`config.mk`:
```
export PLATFORM = sky130hd
export DESIGN_NAME = ring_fault_diagnosis_table
export DESIGN_NICKNAME = d
export VERILOG_FILES = /design/src/sv/rfdt_pkg.sv /design/src/sv/rfdt_ctrl.sv /design/src/sv/rfdt_datapath.sv /design/src/sv/ring_fault_diagnosis_table.sv
export SDC_FILE = /design/constraint.sdc
export NUM_CORES = 1
export LEC_CHECK = 0
export BUFFER_PORTS_ARGS = -buffer_cell sky130_fd_sc_hd__buf_2
export CAP_MARGIN = 5
export CORE_UTILIZATION = 32
export DETAILED_ROUTE_END_ITERATION = 8
export GPL_ROUTABILITY_DRIVEN = 0
export HOLD_SLACK_MARGIN = 0.12
export PLACE_DENSITY = 0.42
export SYNTH_ARGS = -nofsm -noshare
export SYNTH_HDL_FRONTEND = slang
export SYNTH_SLANG_ARGS = --single-unit
```
`constraint.sdc`:
```
create_clock -name clock -period 7.37 [get_ports clock]
set_input_delay 0.737 -clock clock [delete_from_list [all_inputs] [get_ports clock]]
set_output_delay 0.737 -clock clock [all_outputs]
set_load 0.01 [all_outputs]
```
`src/sv/rfdt_pkg.sv`:
```
// ----------------------------------------------------------------------------
// Ring fault diagnosis table package
// Shared sizes, codes, the controller state type and the command and status
// groups that pass between the controller and the datapath.
// ----------------------------------------------------------------------------
package rfdt_pkg;

   localparam int MAX_NODES = 8;
   localparam int NODE_W    = $clog2(MAX_NODES);
   localparam int CNT_W     = NODE_W + 1;
   localparam int ADDR_W    = 2 * NODE_W;
   localparam int DEPTH     = MAX_NODES * MAX_NODES;
   localparam int CSR_W     = 4;
   localparam int CMP_W     = (CSR_W > CNT_W) ? CSR_W : CNT_W;

   typedef logic [NODE_W-1:0] node_type;
   typedef logic [CNT_W-1:0]  count_type;
   typedef logic [ADDR_W-1:0] addr_type;
   typedef logic [CSR_W-1:0]  csr_type;
   typedef logic [1:0]        opcode_type;
   typedef logic signed [1:0] view_type;

   localparam opcode_type OP_TEST    = 2'd0;
   localparam opcode_type OP_FAIL    = 2'd1;
   localparam opcode_type OP_RECOVER = 2'd2;

   localparam view_type VIEW_UNKNOWN = 2'sb11;
   localparam view_type VIEW_OK      = 2'sb00;
   localparam view_type VIEW_SUSPECT = 2'sb01;
   localparam view_type VIEW_INVALID = 2'sb10;

   localparam csr_type COUNT_RESET = csr_type'(8);

   typedef enum logic [5:0] {
      S_IDLE = 6'b000001,
      S_WALK = 6'b000010,
      S_CRD  = 6'b000100,
      S_CWR  = 6'b001000,
      S_MARK = 6'b010000,
      S_EMIT = 6'b100000
   } state_type;

   typedef struct packed {
      logic load;
      logic suspect;
      logic walk_done;
      logic copy_read;
      logic copy_write;
      logic mark;
      logic emit_read;
   } cmd_type;

   typedef struct packed {
      logic test_go;
      logic walk_stop;
      logic found_is_tester;
      logic copy_none;
      logic pos_last;
      logic emit_last;
   } status_type;

   function automatic node_type next_node(node_type p, count_type n);
      count_type s;
      s = count_type'(p) + count_type'(1);
      return (s >= n) ? '0 : s[NODE_W-1:0];
   endfunction

endpackage

```
`src/sv/rfdt_ctrl.sv`:
```
// ----------------------------------------------------------------------------
// Ring fault diagnosis controller
// Sequences a test: the walk over failed nodes, the copy of the found node's
// view, the mark of the found node and the read-out of the tester's row.
// ----------------------------------------------------------------------------
module rfdt_ctrl
   import rfdt_pkg::*;
(
   input  logic       clock,
   input  logic       reset,
   input  logic       start,
   output logic       busy,
   input  status_type status,
   output cmd_type    cmd
);

   state_type state_ff;
   state_type state_in;

   always_comb begin
      state_in = state_ff;
      cmd      = '0;
      case (state_ff)
         S_IDLE: begin
            if (start) begin
               cmd.load = 1'b1;
               if (status.test_go) begin
                  state_in = S_WALK;
               end
            end
         end
         S_WALK: begin
            if (!status.walk_stop) begin
               cmd.suspect = 1'b1;
            end else begin
               cmd.walk_done = 1'b1;
               if (status.found_is_tester || status.copy_none) begin
                  state_in = S_MARK;
               end else begin
                  state_in = S_CRD;
               end
            end
         end
         S_CRD: begin
            cmd.copy_read = 1'b1;
            state_in      = S_CWR;
         end
         S_CWR: begin
            cmd.copy_write = 1'b1;
            state_in       = status.pos_last ? S_MARK : S_CRD;
         end
         S_MARK: begin
            cmd.mark = 1'b1;
            state_in = S_EMIT;
         end
         S_EMIT: begin
            cmd.emit_read = 1'b1;
            if (status.emit_last) begin
               state_in = S_IDLE;
            end
         end
         default: begin
            state_in = S_IDLE;
         end
      endcase
   end

   always_ff @(posedge clock) begin
      if (reset) begin
         state_ff <= S_IDLE;
      end else begin
         state_ff <= state_in;
      end
   end

   assign busy = (state_ff != S_IDLE);

endmodule

```
`src/sv/rfdt_datapath.sv`:
```
// ----------------------------------------------------------------------------
// Ring fault diagnosis datapath
// Holds the ring size register, the failed flags, the view table memory with
// its valid bits, the walk pointers and the registered result word.
// ----------------------------------------------------------------------------
module rfdt_datapath
   import rfdt_pkg::*;
(
   input  logic       clock,
   input  logic       reset,
   input  logic [1:0] req_operation,
   input  logic [2:0] req_node,
   input  logic       csr_write_enable,
   input  logic [3:0] csr_write_data,
   input  cmd_type    cmd,
   output status_type status,
   output logic       rsp_strobe,
   output logic [2:0] rsp_entry_index,
   output logic signed [1:0] rsp_entry_value,
   output logic [2:0] rsp_tested_node,
   output logic       rsp_tester_alone,
   output logic       rsp_last
);

   csr_type              node_count_ff;
   logic [CMP_W-1:0]     count_wide;
   count_type            ring_size;
   logic                 in_ring;
   logic [MAX_NODES-1:0] failed_ff;
   node_type             tester_ff;
   node_type             found_ff;
   node_type             pos_ff;
   node_type             idx_ff;
   logic                 alone_ff;
   logic [1:0]           mem [DEPTH];
   logic [DEPTH-1:0]     valid_ff;
   logic [1:0]           rd_data_ff;
   logic                 rd_valid_ff;
   logic                 rd_diag_ff;
   view_type             rd_value;
   logic                 we;
   addr_type             waddr;
   view_type             wdata;
   logic                 re;
   addr_type             raddr;
   logic                 strobe_ff;
   node_type             out_index_ff;
   logic                 out_last_ff;

   always_comb begin
      count_wide = CMP_W'(node_count_ff);
      if (count_wide < CMP_W'(2)) begin
         ring_size = count_type'(2);
      end else if (count_wide > CMP_W'(MAX_NODES)) begin
         ring_size = count_type'(MAX_NODES);
      end else begin
         ring_size = count_wide[CNT_W-1:0];
      end
   end

   assign in_ring = (count_type'(req_node) < ring_size);

   always_comb begin
      status.test_go         = in_ring && (req_operation == OP_TEST) && !failed_ff[req_node];
      status.walk_stop       = !failed_ff[found_ff] || (found_ff == tester_ff);
      status.found_is_tester = (found_ff == tester_ff);
      status.copy_none       = (next_node(found_ff, ring_size) == tester_ff);
      status.pos_last        = (next_node(pos_ff, ring_size) == tester_ff);
      status.emit_last       = ((count_type'(idx_ff) + count_type'(1)) == ring_size);
   end

   always_ff @(posedge clock) begin
      if (reset) begin
         node_count_ff <= COUNT_RESET;
         failed_ff     <= '0;
      end else begin
         if (csr_write_enable) begin
            node_count_ff <= csr_write_data;
         end
         if (cmd.load && in_ring) begin
            if (req_operation == OP_FAIL) begin
               failed_ff[req_node] <= 1'b1;
            end else if (req_operation == OP_RECOVER) begin
               failed_ff[req_node] <= 1'b0;
            end
         end
      end
   end

   always_ff @(posedge clock) begin
      if (cmd.load) begin
         tester_ff <= req_node;
         found_ff  <= next_node(req_node, ring_size);
      end
      if (cmd.suspect) begin
         found_ff <= next_node(found_ff, ring_size);
      end
      if (cmd.walk_done) begin
         pos_ff   <= next_node(found_ff, ring_size);
         alone_ff <= (found_ff == tester_ff);
      end
      if (cmd.copy_write) begin
         pos_ff <= next_node(pos_ff, ring_size);
      end
      if (cmd.mark) begin
         idx_ff <= '0;
      end
      if (cmd.emit_read) begin
         idx_ff <= idx_ff + node_type'(1);
      end
   end

   assign rd_value = rd_valid_ff ? view_type'(rd_data_ff)
                                 : (rd_diag_ff ? VIEW_OK : VIEW_UNKNOWN);

   always_comb begin
      we    = cmd.suspect || cmd.copy_write || cmd.mark;
      waddr = {tester_ff, cmd.copy_write ? pos_ff : found_ff};
      if (cmd.suspect) begin
         wdata = VIEW_SUSPECT;
      end else if (cmd.copy_write) begin
         wdata = rd_value;
      end else begin
         wdata = VIEW_OK;
      end
      re    = cmd.copy_read || cmd.emit_read;
      raddr = cmd.copy_read ? {found_ff, pos_ff} : {tester_ff, idx_ff};
   end

   always_ff @(posedge clock) begin
      if (we) begin
         mem[waddr] <= wdata;
      end
      if (re) begin
         rd_data_ff  <= mem[raddr];
         rd_valid_ff <= valid_ff[raddr];
         rd_diag_ff  <= (raddr[ADDR_W-1:NODE_W] == raddr[NODE_W-1:0]);
      end
   end

   always_ff @(posedge clock) begin
      if (reset) begin
         valid_ff  <= '0;
         strobe_ff <= 1'b0;
      end else begin
         if (we) begin
            valid_ff[waddr] <= 1'b1;
         end
         strobe_ff <= cmd.emit_read;
      end
   end

   always_ff @(posedge clock) begin
      if (cmd.emit_read) begin
         out_index_ff <= idx_ff;
         out_last_ff  <= status.emit_last;
      end
   end

   assign rsp_strobe       = strobe_ff;
   assign rsp_entry_index  = out_index_ff;
   assign rsp_entry_value  = rd_value;
   assign rsp_tested_node  = found_ff;
   assign rsp_tester_alone = alone_ff;
   assign rsp_last         = out_last_ff;

endmodule

```
`src/sv/ring_fault_diagnosis_table.sv`:
```
// ----------------------------------------------------------------------------
// Ring fault diagnosis table
// Failed flags and per-node view table of an adaptive diagnosis ring.
// ----------------------------------------------------------------------------
// An event is taken on req_operation and req_node at a clock edge where start
// is high and busy is low. Fault and recovery events, events for nodes outside
// the ring, the unused operation code and a test by a failed node are absorbed
// at that edge and busy stays low.
// A test by a fault-free node of a ring of n nodes raises busy. The walk marks
// each suspected node in turn and then stops, the copy reads and then writes
// each copied entry through the view memory, then comes the mark, and the
// read-out goes through the tester's row entry by entry.
// The next event can be taken once busy is low again.
// The row comes out as n words, one per cycle, each marked by rsp_strobe for
// exactly one cycle, the first in the cycle after read-out begins; rsp_last
// flags the final word, which shows in the first cycle in which busy is low.
// The receiver cannot hold words off and must take each one as it appears.
// csr_write_enable writes the ring size; write it only while the block idles.
// A synchronous reset marks every node fault-free, sets the ring size to eight
// and makes every view entry read as unknown, a node's own entry as fault-free.
// ----------------------------------------------------------------------------
module ring_fault_diagnosis_table
   import rfdt_pkg::*;
(
   input  logic       clock,
   input  logic       reset,
   input  logic       start,
   output logic       busy,
   input  logic [1:0] req_operation,
   input  logic [2:0] req_node,
   input  logic       csr_write_enable,
   input  logic [3:0] csr_write_data,
   output logic       rsp_strobe,
   output logic [2:0] rsp_entry_index,
   output logic signed [1:0] rsp_entry_value,
   output logic [2:0] rsp_tested_node,
   output logic       rsp_tester_alone,
   output logic       rsp_last
);

   cmd_type    cmd;
   status_type status;

   rfdt_ctrl u_ctrl (
      .clock  (clock),
      .reset  (reset),
      .start  (start),
      .busy   (busy),
      .status (status),
      .cmd    (cmd)
   );

   rfdt_datapath u_datapath (
      .clock            (clock),
      .reset            (reset),
      .req_operation    (req_operation),
      .req_node         (req_node),
      .csr_write_enable (csr_write_enable),
      .csr_write_data   (csr_write_data),
      .cmd              (cmd),
      .status           (status),
      .rsp_strobe       (rsp_strobe),
      .rsp_entry_index  (rsp_entry_index),
      .rsp_entry_value  (rsp_entry_value),
      .rsp_tested_node  (rsp_tested_node),
      .rsp_tester_alone (rsp_tester_alone),
      .rsp_last         (rsp_last)
   );

endmodule

```
* After elaboration in Yosys (flattened, before gate mapping)
Memories as Yosys holds them, arrays and structs flattened. A register that Yosys moved wholly into a read port is not among the register bits. Cells that the tools add are included.
Storage, ports and cells: register bits after elaboration 102, latch bits 0, memory bits (writable) 128, bits in read-only memories 0, input port bits 13, memories kept 1
Memories:
- u_datapath.mem | depth 64, width 2, rd ports 1, clocked after Yosys merged registers in 1, wr ports 1, RTL line rfdt_datapath.sv:35 | logic [1:0] mem [DEPTH];
Operators by class: $add $sub $neg 5, multipliers 0, div/mod/pow operators 0, magnitude comparators 12, equal/unequal tests 18, shift operators 0, multiplexer cells 47, bitwise gates (word level) 4, reductions and logical operators 19
Operators with widths (count):
- OR 64 bit | 1
- case mux 6 bit (6 select lines) | 1
- 2-to-1 mux 3 bit | 10
- 2-to-1 mux 6 bit | 5
- adder 3 x 1 -> 4 bit (second input constant) | 4
- 2-to-1 mux 8 bit | 2
- 2-to-1 mux 1 bit | 15
- less-than comparator 6 x 7 -> 1 bit (second input constant) | 2
- equality test 3 bit | 4
- greater-or-equal comparator 4 bit | 3
- 2-to-1 mux 2 bit | 5
- 2-to-1 mux 5 bit | 2
- AND 8 bit | 1
- less-than comparator 3 x 4 -> 1 bit (second input constant) | 2
- 2-to-1 mux 4 bit | 2
- NOT 8 bit | 1
- OR 8 bit | 1
- nonzero test 2 bit | 4
- binary-select mux 1 bit (select 3 bit) | 2
- binary-select mux 1 bit (select 6 bit) | 1
- demux 1 bit (select 6 bit) | 1
- equality test 6 x 1 -> 1 bit (second input constant) | 1
- equality test 6 x 2 -> 1 bit (second input constant) | 1
- equality test 6 x 3 -> 1 bit (second input constant) | 1
- 22 further kinds | 33

* Longest topological paths before layout
depth in word-level cells 10, gate-level depth with buffers 11, mapped depth without buffers 10

* Hierarchy
Synthesis repeated with hierarchy kept, for this count alone.
Second synthesis, totals: cell total of the unflattened synthesis 1102, area total of the unflattened synthesis 11532.3 sq um
Modules (own cells, without submodules):
- rfdt_datapath | times used 1, cells each 1057, area each 11145.7 sq um
- rfdt_ctrl | times used 1, cells each 45, area each 386.6 sq um

* Worst setup path after synthesis
No wires, ideal clock.
kind register -> register, start reg u_ctrl.state_ff[1], end mem u_datapath.mem[0][1], data pin, setup time 368 ps, arrival 2459 ps, setup slack 4544 ps, stages on the path, launching flop included 6, buffers on the path 2, cell sequence dfxtp_1 > buf_2 > or4_1 > buf_6 > nor3b_2 > and2_1
On the way: cells in the longest elaborated chain, start to end 4, elaborated cells on any way between the ends 6
RTL lines:
- from (decl) | RTL line rfdt_ctrl.sv:17 | state_type state_ff;
- from (signal assigned) | RTL line rfdt_ctrl.sv:72 | state_ff <= state_in;
- equality test 6 x 4 -> 1 bit | RTL line rfdt_ctrl.sv:23 | case (state_ff)
- 2-to-1 mux 1 bit | RTL line rfdt_ctrl.sv:23
- 2-to-1 mux 2 bit | RTL line rfdt_datapath.sv:121 | end else if (cmd.copy_write) begin
- 2-to-1 mux 2 bit (*) | RTL line rfdt_datapath.sv:119 | if (cmd.suspect) begin
- named net u_datapath.wdata[1] | RTL line rfdt_datapath.sv:43 | view_type wdata;
- to (decl) | RTL line rfdt_datapath.sv:35
The timed path passes the listed nets; every way through them passes the cells marked *.

* Worst setup path after layout
start reg u_ctrl.state_ff[2], end reg u_datapath.rd_valid_ff, data pin
On the way: cells in the longest elaborated chain, start to end 5
RTL lines:
- equality test 6 x 3 -> 1 bit | RTL line rfdt_ctrl.sv:23
- 2-to-1 mux 1 bit | RTL line rfdt_ctrl.sv:23
- 2-to-1 mux 6 bit | RTL line rfdt_datapath.sv:127 | raddr = cmd.copy_read ? {found_ff, pos_ff} : {tester_ff, idx_ff};
- binary-select mux 1 bit (select 6 bit) | RTL line rfdt_datapath.sv:136 | rd_valid_ff <= valid_ff[raddr];
- 2-to-1 mux 1 bit (not written as such) | RTL line rfdt_datapath.sv:136
- to (signal assigned) | RTL line rfdt_datapath.sv:136
- to (decl) | RTL line rfdt_datapath.sv:38 | logic rd_valid_ff;
No other way between the ends. The select of a mux whose other input is x is not followed. A chain may end at the register's enable or synchronous reset.

==> metrics <==
top cells by area, synth=edfxtp_1, dfxtp_1, mux2i_1; top-area cell type share of the netlist area=0.403; Psw=about 0.00066 W; share of cells above drive strength 1=0.118; clk sinks=around 230; hold_sp=csr_write_data[3]; Worst IR Drop VDD=between 0.1 and 0.15 mV; Slew headroom=0.142; Post-route DRC=0; clock root cell=clkbuf_16; number of synthesized flops with an enable pin=roughly 150; Via Count=around 8200; pwr dens=227 nW/um2; worst-skew pair later-pin latency=0.54 ns; fmax=roughly 250 MHz; CTS Buffer Depth=3; routed len/inst=around 25 um; GR Overflow Total=0; Min-Delay Path Class=input pin to flip-flop; Main synth FF type=edfxtp_1; R2R Path Start=u_ctrl.state_ff[2]$_SDFFE_PP0P_; Final min period=around 4 ns; vias in the first global route=a little over 8000; final hold vios=0; Synth area leader=edfxtp_1; CTS Buf Count=27; Yosys Warn Count=0; Crit. End Element=flip-flop; post-synthesis instance total=about 1000; Worst-path clk slew=~0.060 ns; Synth async-reset ratio=0; LEAKAGE=around 4.3 nW; FF+latch count, synth=~230; top-count cell post-synth=edfxtp_1; Worst Path Max Fanout=33; Finish-stage setup viols=0; Placement Setup Slack=about 3.3 ns; I/O Buffers=24; CTS tree=built; die area=around 35000 um2; part of the Yosys area used for sequential elements=0.553; total global-route track usage=0.205; final worst slack=3.31 ns; dpl hpwl=23700 um; setup_tns=0 ns; Post-CTS Setup Repair Bufs=0; CP Launch Type=flip-flop; final net count=1031; Tcrit/Tclk final=0.551; reg2reg setup slack=approximately 3.3 ns; initial antenna violation count=0; Clock Skews=between 0.01 and 0.015 ns; Max-cap violations=0; synth cell count leaders=edfxtp_1, dfxtp_1, nor2_1; top-level port count=25; Setup CP Type=flip-flop to flip-flop; worst endpoint required time=between 7 and 8 ns; post-CTS sizing=0; Hold WS=around 0.42 ns; Worst EP arrival=4.34 ns; Reg power frac=0.497; syn nets=between 1000 and 1500; CTS Hold Bufs=0; first-pass GRT wire length=54600 um; Clock power frac=0.444; Max Slew Vio Count=0; Antenna Cells=0; DRT iter0 DRCs=about 700; Core Rows=67; outcome=complete, no violations; Filler cells=3359; core area=33800 um2; Layout area overhead=11.5%; Initial Util=0.328; H-tree levels=1; Avg Cell Area, Syn=11.0 um2; detailed-route wire length=between 30000 and 40000 um; Critical R2R Capture=u_datapath.rd_valid_ff$_DFFE_PP_; RSZ-0062 raised after global routing=false; worst hold path endpoint=u_datapath.count_wide[3]$_SDFFE_PP1P_; Die Span Y=188 um; Worst Reg-to-Reg Cells=8; final core area utilization=0.366; largest net degree at the start of global routing=74; hold depth=3; Internal Power=~0.0021 W; combinational share of power=0.059; Post-Syn Area=approximately 11000 um2; Vias/cell=around 5.6; post-synth cell types=84; Die W=188 um; DRT Pass-1 Iters=5; Sw Share=0.237; Least-Margin Pin Slew=1.25 ns; Post-DRT Antenna Nets=0
sequential cells by signal, summed over array words and instances (netlist names), named ones only:
signal and flops:
u_datapath.valid_ff 64, u_datapath.rsp_entry_index 3, u_datapath.rsp_last 1, u_datapath.tester_ff 3, u_datapath.rsp_tester_alone 1, u_datapath.rsp_tested_node 3, u_datapath.idx_ff 3, u_datapath.rd_valid_ff 1
u_datapath.rd_data_ff 2, u_datapath.mem 128, u_datapath.pos_ff 3, u_ctrl.state_ff 6, u_datapath.count_wide 4, u_datapath.rd_diag_ff 1, u_datapath.rsp_strobe 1
metrics by stage:
step	instances	total power [W]	instance area, um2
2_1_floorplan	1004	0.00152	11100
3_3_place_gp	1421	0.00159	11600
3_5_place_dp	1421	0.00158	11600
4_1_cts	1469	0.00283	12400
5_1_grt	1469	0.00289	12400
6_report	1469	0.00280	12400
area by class of cell:
| type | instances | area, um2 | share of cell area |
|---|---|---|---|
| multi-input combinational | 680 | 4560 | 0.369 |
| sequential | 232 | 6140 | 0.496 |
| inverter | 23 | 86.3 | 0.00698 |
| tap | 448 | 561 | 0.0453 |
| clock buffer | 32 | 704 | 0.0570 |
| clock inverter | 16 | 92.6 | 0.00749 |
| timing repair buffer | 38 | 225 | 0.0182 |
cell families after synthesis:
group / after synthesis / share of synthesized area
buffers and inverters: 92 / 0.0377
xor gates and xnor gates: 18 / 0.0142
muxes: 58 / 0.0583
AOI/OAI and AO/OA: 254 / 0.164
adders and majority gates: 18 / 0.0199
and+or+nand+nor: 332 / 0.153
DFF: 232 / 0.553
layout by cell type, fill, tap and decap left out, drive strengths merged, types with 27 or more instances in the layout:
cell type,netlist,layout
edfxtp,149,149
dfxtp,83,83
nor2,78,78
nand2,69,69
nand3,65,65
o21ai,55,55
mux2i,41,41
nor3,38,38
buf,30,38
o2bb2ai,33,33
o21a,33,33
clkbuf,39,32
a21oi,27,27
worst max path at each step:
stage	start	endpoint	slack (ns)	depth (start not counted)
global route	u_ctrl.state_ff[2]$_SDFFE_PP0P_	u_datapath.rd_valid_ff$_DFFE_PP_	3.13	8
detailed placement	u_ctrl.state_ff[2]$_SDFFE_PP0P_	u_datapath.rd_valid_ff$_DFFE_PP_	3.33	8
finish	u_ctrl.state_ff[2]$_SDFFE_PP0P_	u_datapath.rd_valid_ff$_DFFE_PP_	3.31	8
CTS	u_ctrl.state_ff[2]$_SDFFE_PP0P_	u_datapath.rd_valid_ff$_DFFE_PP_	3.31	8
floorplan	u_ctrl.state_ff[1]$_SDFFE_PP0P_	u_datapath.mem[0][1]$_DFFE_PP_	4.54	5
global placement	u_ctrl.state_ff[2]$_SDFFE_PP0P_	u_datapath.rd_valid_ff$_DFFE_PP_	3.38	8
power by group through the flow:
stage	Clock (W)	Combinational, W	Sequential [W]
2_1_floorplan	0	0.000114	0.00141
3_3_place_gp	0	0.000166	0.00142
3_5_place_dp	0	0.000165	0.00142
4_1_cts	0.00127	0.000166	0.00139
5_1_grt	0.00132	0.000179	0.00139
6_report	0.00124	0.000165	0.00139
worst max-delay path, cell delays in order (launching register included):
cell       delay, ns
dfxtp_1         0.52
nor2b_1         0.59
a21oi_2         0.13
buf_4           0.25
nor2_4          0.92
a22oi_1         0.23
a2111oi_0       0.87
a32oi_1         0.13
o311a_1         0.15
layer usage:
layer | wire length (um) | GRT usage | up-vias
li1 | - | - | 3804
met1 | 17300 | 0.291 | 4074
met2 | 16700 | 0.330 | 234
met4 | 787 | 0.0522 | 0
met5 | 0 | 0 | -
met3 | 1540 | 0.0251 | 48
Power figures use the tool's default switching activity.
